**src/rtl/core/timed_track_motion_sequencer_macros.svh**
```systemverilog
// Assertion macros used by the datapath (ttms_dp) of the timed track motion sequencer.
// Checks are compiled only when SYNTHESIS is not defined.
`ifndef TIMED_TRACK_MOTION_SEQUENCER_MACROS_SVH
`define TIMED_TRACK_MOTION_SEQUENCER_MACROS_SVH

`ifndef SYNTHESIS
`define TTMS_ASSERT(lbl, prop) \
    lbl: assert property (@(posedge i_clk) disable iff (!i_rst_n) (prop)) \
        else $error("ttms assertion failed");
`define TTMS_ASSERT_IMP(lbl, ante, cons) \
    lbl: assert property (@(posedge i_clk) disable iff (!i_rst_n) (ante) |-> (cons)) \
        else $error("ttms implication failed");
`else
`define TTMS_ASSERT(lbl, prop)
`define TTMS_ASSERT_IMP(lbl, ante, cons)
`endif

`endif

```
**src/rtl/core/ttms_pkg.sv**
```systemverilog
// Package of the timed track motion sequencer: widths, codes and the microprogram.
// Used by the interfaces, the RTL modules and the testbench of the block.
package ttms_pkg;

    localparam int MS_BITS        = 16;
    localparam int RUN_BITS       = 16;
    localparam int TRACK_BITS     = 20;
    localparam int ELAPSED_BITS   = 32;
    localparam int LIMIT_BITS     = 26;
    localparam int PROD_BITS      = LIMIT_BITS + TRACK_BITS;
    localparam int DIV_CNT_BITS   = $clog2(TRACK_BITS + 1);
    localparam int CFG_IDX_BITS   = 2;
    localparam int CFG_DATA_BITS  = 20;
    localparam int PHASE_BITS     = 2;
    localparam int UPC_BITS       = 5;
    localparam int OP_BITS        = 4;
    localparam int COND_BITS      = 4;

    localparam int POSITION_BITS_DEF      = 20;
    localparam int HOME_BACKOFF_STEPS_DEF = 20;

    localparam logic [LIMIT_BITS-1:0] MS_PER_S       = LIMIT_BITS'(1000);
    localparam logic [LIMIT_BITS-1:0] RUN_MS_RESET   = LIMIT_BITS'(3600 * 1000);
    localparam logic [LIMIT_BITS-1:0] DELAY_MS_RESET = LIMIT_BITS'(60 * 1000);
    localparam logic [TRACK_BITS-1:0] TOTAL_RESET    = TRACK_BITS'(10000);

    localparam logic [CFG_IDX_BITS-1:0] REG_RUN_SECONDS   = 2'd0;
    localparam logic [CFG_IDX_BITS-1:0] REG_DELAY_SECONDS = 2'd1;
    localparam logic [CFG_IDX_BITS-1:0] REG_TOTAL_STEPS   = 2'd2;
    localparam logic [CFG_IDX_BITS-1:0] REG_CW_FORWARD    = 2'd3;

    localparam logic [PHASE_BITS-1:0] PH_SEARCH = 2'd0;
    localparam logic [PHASE_BITS-1:0] PH_FWD    = 2'd1;
    localparam logic [PHASE_BITS-1:0] PH_RETURN = 2'd2;
    localparam logic [PHASE_BITS-1:0] PH_WAIT   = 2'd3;

    localparam logic [OP_BITS-1:0] OP_NONE        = 4'd0;
    localparam logic [OP_BITS-1:0] OP_ACCEPT      = 4'd1;
    localparam logic [OP_BITS-1:0] OP_MUL         = 4'd2;
    localparam logic [OP_BITS-1:0] OP_DIV_INIT    = 4'd3;
    localparam logic [OP_BITS-1:0] OP_DIV_STEP    = 4'd4;
    localparam logic [OP_BITS-1:0] OP_FWD_UPD     = 4'd5;
    localparam logic [OP_BITS-1:0] OP_SEARCH_BACK = 4'd6;
    localparam logic [OP_BITS-1:0] OP_RET_BACK    = 4'd7;
    localparam logic [OP_BITS-1:0] OP_GO_RET      = 4'd8;
    localparam logic [OP_BITS-1:0] OP_GO_FWD      = 4'd9;
    localparam logic [OP_BITS-1:0] OP_GO_WAIT     = 4'd10;
    localparam logic [OP_BITS-1:0] OP_EMIT        = 4'd11;

    localparam logic [COND_BITS-1:0] C_NEVER      = 4'd0;
    localparam logic [COND_BITS-1:0] C_ALWAYS     = 4'd1;
    localparam logic [COND_BITS-1:0] C_NO_IN      = 4'd2;
    localparam logic [COND_BITS-1:0] C_PH0        = 4'd3;
    localparam logic [COND_BITS-1:0] C_PH2        = 4'd4;
    localparam logic [COND_BITS-1:0] C_PH3        = 4'd5;
    localparam logic [COND_BITS-1:0] C_OVER       = 4'd6;
    localparam logic [COND_BITS-1:0] C_END        = 4'd7;
    localparam logic [COND_BITS-1:0] C_DIV_MORE   = 4'd8;
    localparam logic [COND_BITS-1:0] C_HOME       = 4'd9;
    localparam logic [COND_BITS-1:0] C_DELAY_OVER = 4'd10;
    localparam logic [COND_BITS-1:0] C_OUT_BUSY   = 4'd11;

    localparam logic [UPC_BITS-1:0] A_IDLE     = 5'd0;
    localparam logic [UPC_BITS-1:0] A_DISP0    = 5'd1;
    localparam logic [UPC_BITS-1:0] A_DISP2    = 5'd2;
    localparam logic [UPC_BITS-1:0] A_DISP3    = 5'd3;
    localparam logic [UPC_BITS-1:0] A_FWD      = 5'd4;
    localparam logic [UPC_BITS-1:0] A_FWD_END  = 5'd5;
    localparam logic [UPC_BITS-1:0] A_FWD_MUL  = 5'd6;
    localparam logic [UPC_BITS-1:0] A_FWD_DIVI = 5'd7;
    localparam logic [UPC_BITS-1:0] A_FWD_DIV  = 5'd8;
    localparam logic [UPC_BITS-1:0] A_FWD_UPD  = 5'd9;
    localparam logic [UPC_BITS-1:0] A_SEARCH   = 5'd10;
    localparam logic [UPC_BITS-1:0] A_SRCH_BK  = 5'd11;
    localparam logic [UPC_BITS-1:0] A_RETURN   = 5'd12;
    localparam logic [UPC_BITS-1:0] A_RET_BK   = 5'd13;
    localparam logic [UPC_BITS-1:0] A_WAIT     = 5'd14;
    localparam logic [UPC_BITS-1:0] A_WAIT_NO  = 5'd15;
    localparam logic [UPC_BITS-1:0] A_TO_RET   = 5'd16;
    localparam logic [UPC_BITS-1:0] A_TO_FWD   = 5'd17;
    localparam logic [UPC_BITS-1:0] A_TO_WAIT  = 5'd18;
    localparam logic [UPC_BITS-1:0] A_EMIT     = 5'd19;

    typedef struct packed {
        logic [OP_BITS-1:0]   op;
        logic [COND_BITS-1:0] cond;
        logic [UPC_BITS-1:0]  target;
        logic                 last;
    } t_ctrl;

    typedef struct packed {
        logic in_valid;
        logic ph0;
        logic ph2;
        logic ph3;
        logic over;
        logic end_hit;
        logic div_more;
        logic home;
        logic delay_over;
        logic out_busy;
    } t_stat;

    function automatic t_ctrl uword(input logic [OP_BITS-1:0] op,
                                    input logic [COND_BITS-1:0] cond,
                                    input logic [UPC_BITS-1:0] target,
                                    input logic last);
        t_ctrl w;
        w.op     = op;
        w.cond   = cond;
        w.target = target;
        w.last   = last;
        return w;
    endfunction

    function automatic t_ctrl ucode_rom(input logic [UPC_BITS-1:0] addr);
        t_ctrl w;
        case (addr)
            A_IDLE:     w = uword(OP_ACCEPT,      C_NO_IN,      A_IDLE,     1'b0);
            A_DISP0:    w = uword(OP_NONE,        C_PH0,        A_SEARCH,   1'b0);
            A_DISP2:    w = uword(OP_NONE,        C_PH2,        A_RETURN,   1'b0);
            A_DISP3:    w = uword(OP_NONE,        C_PH3,        A_WAIT,     1'b0);
            A_FWD:      w = uword(OP_NONE,        C_OVER,       A_TO_RET,   1'b0);
            A_FWD_END:  w = uword(OP_NONE,        C_END,        A_EMIT,     1'b0);
            A_FWD_MUL:  w = uword(OP_MUL,         C_NEVER,      A_IDLE,     1'b0);
            A_FWD_DIVI: w = uword(OP_DIV_INIT,    C_NEVER,      A_IDLE,     1'b0);
            A_FWD_DIV:  w = uword(OP_DIV_STEP,    C_DIV_MORE,   A_FWD_DIV,  1'b0);
            A_FWD_UPD:  w = uword(OP_FWD_UPD,     C_ALWAYS,     A_EMIT,     1'b0);
            A_SEARCH:   w = uword(OP_NONE,        C_HOME,       A_TO_FWD,   1'b0);
            A_SRCH_BK:  w = uword(OP_SEARCH_BACK, C_ALWAYS,     A_EMIT,     1'b0);
            A_RETURN:   w = uword(OP_NONE,        C_HOME,       A_TO_WAIT,  1'b0);
            A_RET_BK:   w = uword(OP_RET_BACK,    C_ALWAYS,     A_EMIT,     1'b0);
            A_WAIT:     w = uword(OP_NONE,        C_DELAY_OVER, A_TO_FWD,   1'b0);
            A_WAIT_NO:  w = uword(OP_NONE,        C_ALWAYS,     A_EMIT,     1'b0);
            A_TO_RET:   w = uword(OP_GO_RET,      C_ALWAYS,     A_EMIT,     1'b0);
            A_TO_FWD:   w = uword(OP_GO_FWD,      C_ALWAYS,     A_EMIT,     1'b0);
            A_TO_WAIT:  w = uword(OP_GO_WAIT,     C_ALWAYS,     A_EMIT,     1'b0);
            A_EMIT:     w = uword(OP_EMIT,        C_OUT_BUSY,   A_EMIT,     1'b1);
            default:    w = uword(OP_NONE,        C_ALWAYS,     A_IDLE,     1'b0);
        endcase
        return w;
    endfunction

endpackage

```
**src/rtl/core/ttms_if.sv**
```systemverilog
// Handshake channels of the timed track motion sequencer: poll, result and configuration.
// Depends on ttms_pkg for the field widths.
interface ttms_poll_if import ttms_pkg::*; ();
    logic                 valid;
    logic                 ready;
    logic [MS_BITS-1:0]   ms_passed;
    logic                 home_reached;
    logic                 end_reached;
    modport source (output valid, ms_passed, home_reached, end_reached, input ready);
    modport sink   (input valid, ms_passed, home_reached, end_reached, output ready);
endinterface

interface ttms_result_if import ttms_pkg::*; ();
    logic                  valid;
    logic                  ready;
    logic [TRACK_BITS-1:0] step_count;
    logic                  motor_clockwise;
    logic                  light_on;
    logic [PHASE_BITS-1:0] phase_now;
    logic [TRACK_BITS-1:0] carriage_position;
    modport source (output valid, step_count, motor_clockwise, light_on, phase_now,
                    carriage_position, input ready);
    modport sink   (input valid, step_count, motor_clockwise, light_on, phase_now,
                    carriage_position, output ready);
endinterface

interface ttms_cfg_if import ttms_pkg::*; ();
    logic                     valid;
    logic                     ready;
    logic [CFG_IDX_BITS-1:0]  index;
    logic [CFG_DATA_BITS-1:0] data;
    modport source (output valid, index, data, input ready);
    modport sink   (input valid, index, data, output ready);
endinterface

```
**src/rtl/core/ttms_div.sv**
```systemverilog
// Restoring divider, one quotient bit per step, for the forward sweep target.
// Depends on ttms_pkg; the quotient is known to fit in TRACK_BITS.
module ttms_div import ttms_pkg::*; (
    input  logic                    i_clk,
    input  logic                    i_rst_n,
    input  logic                    i_load,
    input  logic                    i_step,
    input  logic [PROD_BITS-1:0]    i_dividend,
    input  logic [LIMIT_BITS-1:0]   i_divisor,
    output logic [TRACK_BITS-1:0]   o_quot,
    output logic                    o_more
);

    logic [LIMIT_BITS-1:0]   r_rem, n_rem;
    logic [TRACK_BITS-1:0]   r_q, n_q;
    logic [DIV_CNT_BITS-1:0] r_cnt, n_cnt;
    logic [LIMIT_BITS:0]     trial;
    logic [LIMIT_BITS:0]     diff;
    logic                    ge;

    always_comb begin
        trial = {r_rem, r_q[TRACK_BITS-1]};
        diff  = trial - {1'b0, i_divisor};
        ge    = trial >= {1'b0, i_divisor};
        n_rem = r_rem;
        n_q   = r_q;
        n_cnt = r_cnt;
        if (i_load) begin
            n_rem = i_dividend[PROD_BITS-1:TRACK_BITS];
            n_q   = i_dividend[TRACK_BITS-1:0];
            n_cnt = DIV_CNT_BITS'(TRACK_BITS);
        end else if (i_step) begin
            n_rem = ge ? diff[LIMIT_BITS-1:0] : trial[LIMIT_BITS-1:0];
            n_q   = {r_q[TRACK_BITS-2:0], ge};
            n_cnt = r_cnt - DIV_CNT_BITS'(1);
        end
    end

    always_ff @(posedge i_clk) begin
        r_rem <= n_rem;
        r_q   <= n_q;
        if (!i_rst_n) begin
            r_cnt <= '0;
        end else begin
            r_cnt <= n_cnt;
        end
    end

    assign o_quot = r_q;
    assign o_more = r_cnt != DIV_CNT_BITS'(1);

endmodule

```
**src/rtl/core/ttms_seq.sv**
```systemverilog
// Microcode sequencer: step counter, control store and conditional jumps.
// Depends on ttms_pkg for the control word, the status bundle and the program.
module ttms_seq import ttms_pkg::*; (
    input  logic  i_clk,
    input  logic  i_rst_n,
    input  t_stat i_stat,
    output t_ctrl o_ctrl
);

    logic [UPC_BITS-1:0] r_upc, n_upc;
    t_ctrl               word;
    logic                taken;

    always_comb begin
        word = ucode_rom(r_upc);
        case (word.cond)
            C_NEVER:      taken = 1'b0;
            C_ALWAYS:     taken = 1'b1;
            C_NO_IN:      taken = !i_stat.in_valid;
            C_PH0:        taken = i_stat.ph0;
            C_PH2:        taken = i_stat.ph2;
            C_PH3:        taken = i_stat.ph3;
            C_OVER:       taken = i_stat.over;
            C_END:        taken = i_stat.end_hit;
            C_DIV_MORE:   taken = i_stat.div_more;
            C_HOME:       taken = i_stat.home;
            C_DELAY_OVER: taken = i_stat.delay_over;
            C_OUT_BUSY:   taken = i_stat.out_busy;
            default:      taken = 1'b0;
        endcase
        if (taken) begin
            n_upc = word.target;
        end else if (word.last) begin
            n_upc = A_IDLE;
        end else begin
            n_upc = r_upc + UPC_BITS'(1);
        end
    end

    always_ff @(posedge i_clk) begin
        if (!i_rst_n) begin
            r_upc <= A_IDLE;
        end else begin
            r_upc <= n_upc;
        end
    end

    assign o_ctrl = word;

endmodule

```
**src/rtl/core/ttms_dp.sv**
```systemverilog
// Datapath: configuration, phase state, multiply and divide, output register.
// Depends on ttms_pkg, the channel interfaces, ttms_div and the assertion macros.
`include "timed_track_motion_sequencer_macros.svh"

module ttms_dp import ttms_pkg::*; #(
    parameter int POSITION_BITS      = POSITION_BITS_DEF,
    parameter int HOME_BACKOFF_STEPS = HOME_BACKOFF_STEPS_DEF
) (
    input  logic          i_clk,
    input  logic          i_rst_n,
    input  t_ctrl         i_ctrl,
    output t_stat         o_stat,
    ttms_poll_if.sink     i_poll,
    ttms_result_if.source o_result,
    ttms_cfg_if.sink      i_cfg
);

    localparam int CMP_BITS = (POSITION_BITS > TRACK_BITS) ? POSITION_BITS : TRACK_BITS;

    logic [LIMIT_BITS-1:0]    r_limit_ms;
    logic [LIMIT_BITS-1:0]    r_delay_ms;
    logic [TRACK_BITS-1:0]    r_total;
    logic                     r_cw_fwd;

    logic [PHASE_BITS-1:0]    r_phase, n_phase;
    logic [ELAPSED_BITS-1:0]  r_elapsed, n_elapsed;
    logic [POSITION_BITS-1:0] r_pos, n_pos;
    logic                     r_lamp, n_lamp;
    logic [TRACK_BITS-1:0]    r_steps, n_steps;
    logic                     r_dir, n_dir;
    logic                     r_home, r_end;
    logic [PROD_BITS-1:0]     r_prod;

    logic                     r_out_valid;
    logic [TRACK_BITS-1:0]    r_out_steps;
    logic                     r_out_dir;
    logic                     r_out_lamp;
    logic [PHASE_BITS-1:0]    r_out_phase;
    logic [TRACK_BITS-1:0]    r_out_pos;

    logic                     accept;
    logic                     out_busy;
    logic                     emit;
    logic [ELAPSED_BITS:0]    elapsed_sum;
    logic [TRACK_BITS-1:0]    quot;
    logic                     div_more;
    logic [CMP_BITS-1:0]      tgt_ext;
    logic [CMP_BITS-1:0]      pos_ext;
    logic [CMP_BITS-1:0]      step_diff;

    ttms_div u_div (
        .i_clk      (i_clk),
        .i_rst_n    (i_rst_n),
        .i_load     (i_ctrl.op == OP_DIV_INIT),
        .i_step     (i_ctrl.op == OP_DIV_STEP),
        .i_dividend (r_prod),
        .i_divisor  (r_limit_ms),
        .o_quot     (quot),
        .o_more     (div_more)
    );

    assign i_cfg.ready  = 1'b1;
    assign i_poll.ready = i_ctrl.op == OP_ACCEPT;
    assign accept       = i_poll.valid && (i_ctrl.op == OP_ACCEPT);
    assign out_busy     = r_out_valid && !o_result.ready;
    assign emit         = (i_ctrl.op == OP_EMIT) && !out_busy;

    always_comb begin
        elapsed_sum = {1'b0, r_elapsed} + (ELAPSED_BITS + 1)'(i_poll.ms_passed);
        tgt_ext     = (r_limit_ms == '0) ? '0 : CMP_BITS'(quot);
        pos_ext     = CMP_BITS'(r_pos);
        step_diff   = tgt_ext - pos_ext;

        n_phase   = r_phase;
        n_elapsed = r_elapsed;
        n_pos     = r_pos;
        n_lamp    = r_lamp;
        n_steps   = r_steps;
        n_dir     = r_dir;
        case (i_ctrl.op)
            OP_ACCEPT: begin
                if (accept) begin
                    n_elapsed = elapsed_sum[ELAPSED_BITS] ? '1
                                                          : elapsed_sum[ELAPSED_BITS-1:0];
                    n_steps   = '0;
                    n_dir     = 1'b0;
                end
            end
            OP_FWD_UPD: begin
                if (tgt_ext > pos_ext) begin
                    n_steps = step_diff[TRACK_BITS-1:0];
                    n_dir   = r_cw_fwd;
                    n_pos   = tgt_ext[POSITION_BITS-1:0];
                end
            end
            OP_SEARCH_BACK: begin
                n_steps = TRACK_BITS'(1);
                n_dir   = !r_cw_fwd;
            end
            OP_RET_BACK: begin
                if (r_pos != '0) begin
                    n_pos = r_pos - POSITION_BITS'(1);
                end
                n_steps = TRACK_BITS'(1);
                n_dir   = !r_cw_fwd;
            end
            OP_GO_RET: begin
                n_phase   = PH_RETURN;
                n_elapsed = '0;
                n_lamp    = 1'b0;
            end
            OP_GO_FWD: begin
                n_phase   = PH_FWD;
                n_elapsed = '0;
                n_lamp    = 1'b1;
            end
            OP_GO_WAIT: begin
                n_phase   = PH_WAIT;
                n_elapsed = '0;
                n_pos     = POSITION_BITS'(HOME_BACKOFF_STEPS);
                n_steps   = TRACK_BITS'(HOME_BACKOFF_STEPS);
                n_dir     = r_cw_fwd;
            end
            default: begin
            end
        endcase
    end

    always_ff @(posedge i_clk) begin
        r_steps <= n_steps;
        r_dir   <= n_dir;
        if (accept) begin
            r_home <= i_poll.home_reached;
            r_end  <= i_poll.end_reached;
        end
        if (i_ctrl.op == OP_MUL) begin
            r_prod <= PROD_BITS'(r_elapsed[LIMIT_BITS-1:0]) * PROD_BITS'(r_total);
        end
        if (emit) begin
            r_out_steps <= r_steps;
            r_out_dir   <= r_dir && (r_steps != '0);
            r_out_lamp  <= r_lamp;
            r_out_phase <= r_phase;
            r_out_pos   <= pos_ext[TRACK_BITS-1:0];
        end
        if (!i_rst_n) begin
            r_limit_ms  <= RUN_MS_RESET;
            r_delay_ms  <= DELAY_MS_RESET;
            r_total     <= TOTAL_RESET;
            r_cw_fwd    <= 1'b1;
            r_phase     <= PH_SEARCH;
            r_elapsed   <= '0;
            r_pos       <= '0;
            r_lamp      <= 1'b0;
            r_out_valid <= 1'b0;
        end else begin
            r_phase   <= n_phase;
            r_elapsed <= n_elapsed;
            r_pos     <= n_pos;
            r_lamp    <= n_lamp;
            if (emit) begin
                r_out_valid <= 1'b1;
            end else if (o_result.ready) begin
                r_out_valid <= 1'b0;
            end
            if (i_cfg.valid) begin
                case (i_cfg.index)
                    REG_RUN_SECONDS:
                        r_limit_ms <= LIMIT_BITS'(i_cfg.data[RUN_BITS-1:0]) * MS_PER_S;
                    REG_DELAY_SECONDS:
                        r_delay_ms <= LIMIT_BITS'(i_cfg.data[RUN_BITS-1:0]) * MS_PER_S;
                    REG_TOTAL_STEPS:
                        r_total <= i_cfg.data[TRACK_BITS-1:0];
                    REG_CW_FORWARD:
                        r_cw_fwd <= i_cfg.data[0];
                    default: begin
                    end
                endcase
            end
        end
    end

    always_comb begin
        o_stat.in_valid   = i_poll.valid;
        o_stat.ph0        = r_phase == PH_SEARCH;
        o_stat.ph2        = r_phase == PH_RETURN;
        o_stat.ph3        = r_phase == PH_WAIT;
        o_stat.over       = r_elapsed > ELAPSED_BITS'(r_limit_ms);
        o_stat.end_hit    = r_end;
        o_stat.div_more   = div_more;
        o_stat.home       = r_home;
        o_stat.delay_over = r_elapsed > ELAPSED_BITS'(r_delay_ms);
        o_stat.out_busy   = out_busy;
    end

    assign o_result.valid             = r_out_valid;
    assign o_result.step_count        = r_out_steps;
    assign o_result.motor_clockwise   = r_out_dir;
    assign o_result.light_on          = r_out_lamp;
    assign o_result.phase_now         = r_out_phase;
    assign o_result.carriage_position = r_out_pos;

    `TTMS_ASSERT(a_lamp_follows_phase, r_lamp == (r_phase == PH_FWD))
    `TTMS_ASSERT_IMP(a_phase_change_clears_time, r_phase != $past(r_phase), r_elapsed == '0)
    `TTMS_ASSERT_IMP(a_idle_dir_zero, r_out_valid && (r_out_steps == '0), !r_out_dir)

endmodule

```
**src/rtl/core/timed_track_motion_sequencer.sv**
```systemverilog
// Top level of the timed track motion sequencer.
// Depends on ttms_pkg, the channel interfaces, ttms_seq and ttms_dp.
//
// One poll item goes in and one result item comes out for it. A forward sweep poll that
// computes a new target runs the 20-step restoring divider, which computes
// elapsed*total_track_steps/(run_seconds*1000) one quotient bit a cycle. A result that is
// not taken holds the sequencer at its output step. A new poll is taken as soon as the
// previous result sits in the output register. Configuration writes are accepted at
// every cycle and take effect at once; write them only while no poll is in flight.
module timed_track_motion_sequencer import ttms_pkg::*; #(
    parameter int POSITION_BITS      = POSITION_BITS_DEF,
    parameter int HOME_BACKOFF_STEPS = HOME_BACKOFF_STEPS_DEF
) (
    input  logic          i_clk,
    input  logic          i_rst_n,
    ttms_poll_if.sink     i_poll,
    ttms_result_if.source o_result,
    ttms_cfg_if.sink      i_cfg
);

    t_ctrl ctrl;
    t_stat stat;

    ttms_seq u_seq (
        .i_clk   (i_clk),
        .i_rst_n (i_rst_n),
        .i_stat  (stat),
        .o_ctrl  (ctrl)
    );

    ttms_dp #(
        .POSITION_BITS      (POSITION_BITS),
        .HOME_BACKOFF_STEPS (HOME_BACKOFF_STEPS)
    ) u_dp (
        .i_clk    (i_clk),
        .i_rst_n  (i_rst_n),
        .i_ctrl   (ctrl),
        .o_stat   (stat),
        .i_poll   (i_poll),
        .o_result (o_result),
        .i_cfg    (i_cfg)
    );

endmodule

```
**src/flat_wrapper.sv**
```systemverilog
// flat-port wrapper written by rule: the top's interface ports become plain ports
module timed_track_motion_sequencer_flat import ttms_pkg::*;
#(
    parameter int POSITION_BITS      = POSITION_BITS_DEF,
    parameter int HOME_BACKOFF_STEPS = HOME_BACKOFF_STEPS_DEF
)
  (i_clk, i_rst_n, i_poll_valid, i_poll_ms_passed, i_poll_home_reached, i_poll_end_reached, i_poll_ready, o_result_valid, o_result_step_count, o_result_motor_clockwise, o_result_light_on, o_result_phase_now, o_result_carriage_position, o_result_ready, i_cfg_valid, i_cfg_index, i_cfg_data, i_cfg_ready);
  ttms_poll_if i_poll_i ();
  ttms_result_if o_result_i ();
  ttms_cfg_if i_cfg_i ();
  input  logic i_clk;
  input  logic i_rst_n;
  input wire logic [$bits(i_poll_i.valid)-1:0] i_poll_valid;
  input wire logic [$bits(i_poll_i.ms_passed)-1:0] i_poll_ms_passed;
  input wire logic [$bits(i_poll_i.home_reached)-1:0] i_poll_home_reached;
  input wire logic [$bits(i_poll_i.end_reached)-1:0] i_poll_end_reached;
  output wire logic [$bits(i_poll_i.ready)-1:0] i_poll_ready;
  output wire logic [$bits(o_result_i.valid)-1:0] o_result_valid;
  output wire logic [$bits(o_result_i.step_count)-1:0] o_result_step_count;
  output wire logic [$bits(o_result_i.motor_clockwise)-1:0] o_result_motor_clockwise;
  output wire logic [$bits(o_result_i.light_on)-1:0] o_result_light_on;
  output wire logic [$bits(o_result_i.phase_now)-1:0] o_result_phase_now;
  output wire logic [$bits(o_result_i.carriage_position)-1:0] o_result_carriage_position;
  input wire logic [$bits(o_result_i.ready)-1:0] o_result_ready;
  input wire logic [$bits(i_cfg_i.valid)-1:0] i_cfg_valid;
  input wire logic [$bits(i_cfg_i.index)-1:0] i_cfg_index;
  input wire logic [$bits(i_cfg_i.data)-1:0] i_cfg_data;
  output wire logic [$bits(i_cfg_i.ready)-1:0] i_cfg_ready;
  assign i_poll_i.valid = i_poll_valid;
  assign i_poll_i.ms_passed = i_poll_ms_passed;
  assign i_poll_i.home_reached = i_poll_home_reached;
  assign i_poll_i.end_reached = i_poll_end_reached;
  assign i_poll_ready = i_poll_i.ready;
  assign o_result_valid = o_result_i.valid;
  assign o_result_step_count = o_result_i.step_count;
  assign o_result_motor_clockwise = o_result_i.motor_clockwise;
  assign o_result_light_on = o_result_i.light_on;
  assign o_result_phase_now = o_result_i.phase_now;
  assign o_result_carriage_position = o_result_i.carriage_position;
  assign o_result_i.ready = o_result_ready;
  assign i_cfg_i.valid = i_cfg_valid;
  assign i_cfg_i.index = i_cfg_index;
  assign i_cfg_i.data = i_cfg_data;
  assign i_cfg_ready = i_cfg_i.ready;
  timed_track_motion_sequencer #(.POSITION_BITS(POSITION_BITS), .HOME_BACKOFF_STEPS(HOME_BACKOFF_STEPS)) u_core (.i_clk(i_clk), .i_rst_n(i_rst_n), .i_poll(i_poll_i), .o_result(o_result_i), .i_cfg(i_cfg_i));
endmodule
```
**config.mk**
```make
export PLATFORM = sky130hd
export DESIGN_NAME = timed_track_motion_sequencer_flat
export DESIGN_NICKNAME = d
export VERILOG_FILES = /design/src/rtl/core/ttms_pkg.sv /design/src/rtl/core/ttms_if.sv /design/src/rtl/core/ttms_div.sv /design/src/rtl/core/ttms_seq.sv /design/src/rtl/core/ttms_dp.sv /design/src/rtl/core/timed_track_motion_sequencer.sv /design/src/flat_wrapper.sv
export VERILOG_INCLUDE_DIRS = /design/src /design/src/rtl/core
export SDC_FILE = /design/constraint.sdc
export NUM_CORES = 2
export LEC_CHECK = 0
export BUFFER_PORTS_ARGS = -buffer_cell sky130_fd_sc_hd__clkbuf_2
export CAP_MARGIN = 10
export CORE_ASPECT_RATIO = 1.25
export CORE_MARGIN = 10
export CORE_UTILIZATION = 30
export CTS_CLUSTER_DIAMETER = 200
export DETAILED_ROUTE_END_ITERATION = 7
export GPL_ROUTABILITY_DRIVEN = 0
export GPL_TIMING_DRIVEN = 0
export PLACE_DENSITY = 0.51
export REMOVE_ABC_BUFFERS = 1
export SETUP_SLACK_MARGIN = 0.2
export SLEW_MARGIN = 20
export SYNTH_ARGS = -nofsm -noshare
export SYNTH_HDL_FRONTEND = slang
export SYNTH_HIERARCHICAL = 1
export SYNTH_SLANG_ARGS = --single-unit
```
**constraint.sdc**
```tcl
create_clock -name i_clk -period 13.6 [get_ports i_clk]
set_clock_uncertainty 0.2 [all_clocks]
set_input_delay 2.72 -clock i_clk [delete_from_list [all_inputs] [get_ports i_clk]]
set_output_delay 2.72 -clock i_clk [all_outputs]
set_load 0.1 [all_outputs]
```
==> out/metrics.yaml <==
crit_buf_inv: 4
synth_area_leaders: "fa_1, edfxtp_1, ha_1"
synthesis.area_sq_um: 36800
outcome: "completed"
final_layout_size_suffix_gt1_frac: 0.0807
ff_latch_area_sq_um: 7770
hold_viol: 0
antenna_found_initial: 2
hold_ws_ps: 228
htreeDepth: 2
ys_seq_elements: 306
max-slew-margin-rel: 0.226
instances_no_fill: 5584
tightest_slew_ps: 1160
dieWidth_um: 333
cts-root-buf: "clkbuf_16"
setup.worst_path.class: "reg -> reg"
fin_util: 0.330
crit_path_frequent_cell: "fa_1"
comb_power_share: 0.567
worstSetupStartpointType: "register"
die_y_um: 412
cts_buffers: 36
postSynthAreaPerCell_sq_um: 9.21
total_power_mw: 5.79
vias: 27400
multi_input_area_sq_um: 26000
dr.first_iter.drc_count: 1421
post-route-min-period_ps: 7960
p_int_mw: 3.11
ctsLongestPathBuffers: 3
cp_data_required_time_ps: 13710
min-delay-start: "u_core/u_dp/r_lamp"
core_sq_um: 122000
io_pins: 92
cts.sinks: 306
hold_path_class: "reg -> reg"
postSynth.asyncResetShare: 0
synth_ff_type: "edfxtp_1"
grt-ovfl-total: 0
start_util: 0.302
grt_pass1_wl_mm: 162
synth_cell_type_count: 108
firstDrtPassIters: 5
dp.cells: 5517
synth_top_cell_area_share: 0.264
grt_max_degree: 47
clock_latency_ps: 570
yosys_warnings: 6
max_freq_mhz: 126
cap_violations: 0
antenna_left: 0
p_sw_frac: 0.462
portBuffers: 90
post_cts_buffers: 0
synth_cells: 4000
fin_tns_setup_ps: 0
path_cells: "and2_1, fa_1, fa_1, inv_1, fa_1, inv_1, fa_1, fa_1, fa_1, inv_1, fa_1, inv_1, ha_1, and3_1, a221o_1, a21oi_2, o21ai_2, o41ai_4, o211ai_2, a31oi_2, o41ai_2, xor2_1"
drv_slew: 0
crit_family: "adder cells"
fillers: 12600
rsz0062_at_grt: "false"
netlist.top_cell.by_area: "fa_1"
dieArea_sq_um: 137000
worstSetupStartpoint: "u_core/u_dp/r_total[2]"
r2r-start: "u_core/u_dp/r_total[2]"
pwr-share-clk: 0.175
ys_seq_area_frac: 0.209
wl_per_cell_um: 18.0
leakage_nw: 18.4
drcViolationCount: 0
cts_tree: "done"
p_seq_frac: 0.259
cts_resized: 0
synth_edf_count: 159
end_kind: "register"
power_switching_mw: 2.68
peakVddDrop_mv: 0.0827
layout.nets: 4817
wl_mm: 100
vias_per_cell: 4.91
path_max_fanout: 27
grt_pass1_vias: 28800
timing.final.crit_share: 0.585
cpMaxStageDelayCell: "dfxtp_2"
setup_viol: 0
rows: 143
syn2layout_area_growth_pct: 9.02
cts_hold_buf: 0
cpPeakStageDelay_ps: 800
dp_hpwl_mm: 78.9
clk_pin_slew_worst_paths_ps: 60
arrival_ps: 8070
powerDensity_nw_per_um2: 144
grt_usage: 0.146
==> synth_stat cells, drive strengths merged (18+ instances only) <==
cell type,instances
nor4,27
a31oi,21
ha,327
mux2,24
nor3,54
o21ai,115
edfxtp,159
a211oi,30
clkbuf,176
nand3,58
o21a,19
a21o,95
nor2b,52
a21oi,193
nand2b,18
xnor2,94
and2,255
inv,624
nand4,41
fa,485
nor2,136
dfxtp,147
and3,19
buf,27
o211ai,30
o21bai,21
xor2,40
nand2,512
==> through the flow <==
step / setup slack [ps] / instance area (sq um)
6_report: 5640 / 40200
5_1_grt: 5290 / 40200
4_1_cts: 5570 / 40200
3_5_place_dp: 5620 / 39000
3_3_place_gp: 3340 / 38400
2_1_floorplan: 6490 / 36000
==> cells in the final DEF, fill, tap and decap left out, drive strengths merged, types with 52 or more instances in the layout <==
cell and n:
dfxtp 147, a21oi 193, and2 255, nor3 54, inv 628, xnor2 94, o21ai 115, nor2 136
nand3 58, a21o 95, clkbuf 135, nor2b 52, nand2 512, ha 327, edfxtp 159, fa 485
==> final cells by class <==
type,count,area share
antenna,1,0.0000623
multi-input combinational,2868,0.648
clock inverter,21,0.00629
tap,1595,0.0497
timing repair buffer,123,0.0207
inverter,625,0.0585
clock buffer,45,0.0238
sequential,306,0.193
==> kinds of logic after synthesis <==
family	after synthesis	share of synthesized area
multiplexers	36	0.0118
adder cells (fa/ha/maj)	812	0.375
flip-flops	306	0.209
AND/OR/NAND/NOR	1239	0.166
XOR/XNOR	134	0.0319
buffers and inverters	828	0.0867
other	2	0.000204
AO/OA/AOI/OAI	643	0.119
==> layer usage <==
layer  routed length (um)  GRT usage
met1                43100      0.180
met2                52200      0.272
met3                 3200     0.0137
met4                 1950     0.0309
met5                    0          0
==> flip-flops by register name, summed over array words and instances (netlist names), 5 cells and up <==
register                                flops
u_core/u_dp/r_steps                        20
u_core/u_seq/r_upc                          5
u_core/u_dp/u_div/r_cnt                     5
u_core/u_dp/r_elapsed                      32
u_core/u_dp/u_div/o_quot                   20
u_core/u_dp/u_div/r_rem                    26
u_core/u_dp/r_prod                         46
u_core/u_dp/o_result.step_count            20
u_core/u_seq/o_ctrl                        14
u_core/u_dp/o_result.carriage_position     20
u_core/u_dp/r_delay_ms                     23
u_core/u_dp/r_limit_ms                     23
u_core/u_dp/pos_ext                        20
u_core/u_dp/r_total                        20
==> worst paths after layout <==
kind                              endpoint  slack, ps  cells after the start
min reg2reg  u_core/u_dp/o_result.light_on        230                      0
min          u_core/u_dp/o_result.light_on        230                      0
max                 u_core/u_dp/r_prod[42]       5640                     22
max reg2reg         u_core/u_dp/r_prod[42]       5640                     22
==> power groups by stage <==
stage | registers (mW) | logic, mW | clock network, mW
after floorplan | 1.37 | 2.49 | 0
after global placement | 1.52 | 3.25 | 0
after detailed placement | 1.52 | 3.30 | 0
after CTS | 1.50 | 3.32 | 1.04
after global routing | 1.53 | 3.73 | 1.08
final | 1.50 | 3.28 | 1.01
Note: power is estimated with default switching activity, not from simulation.
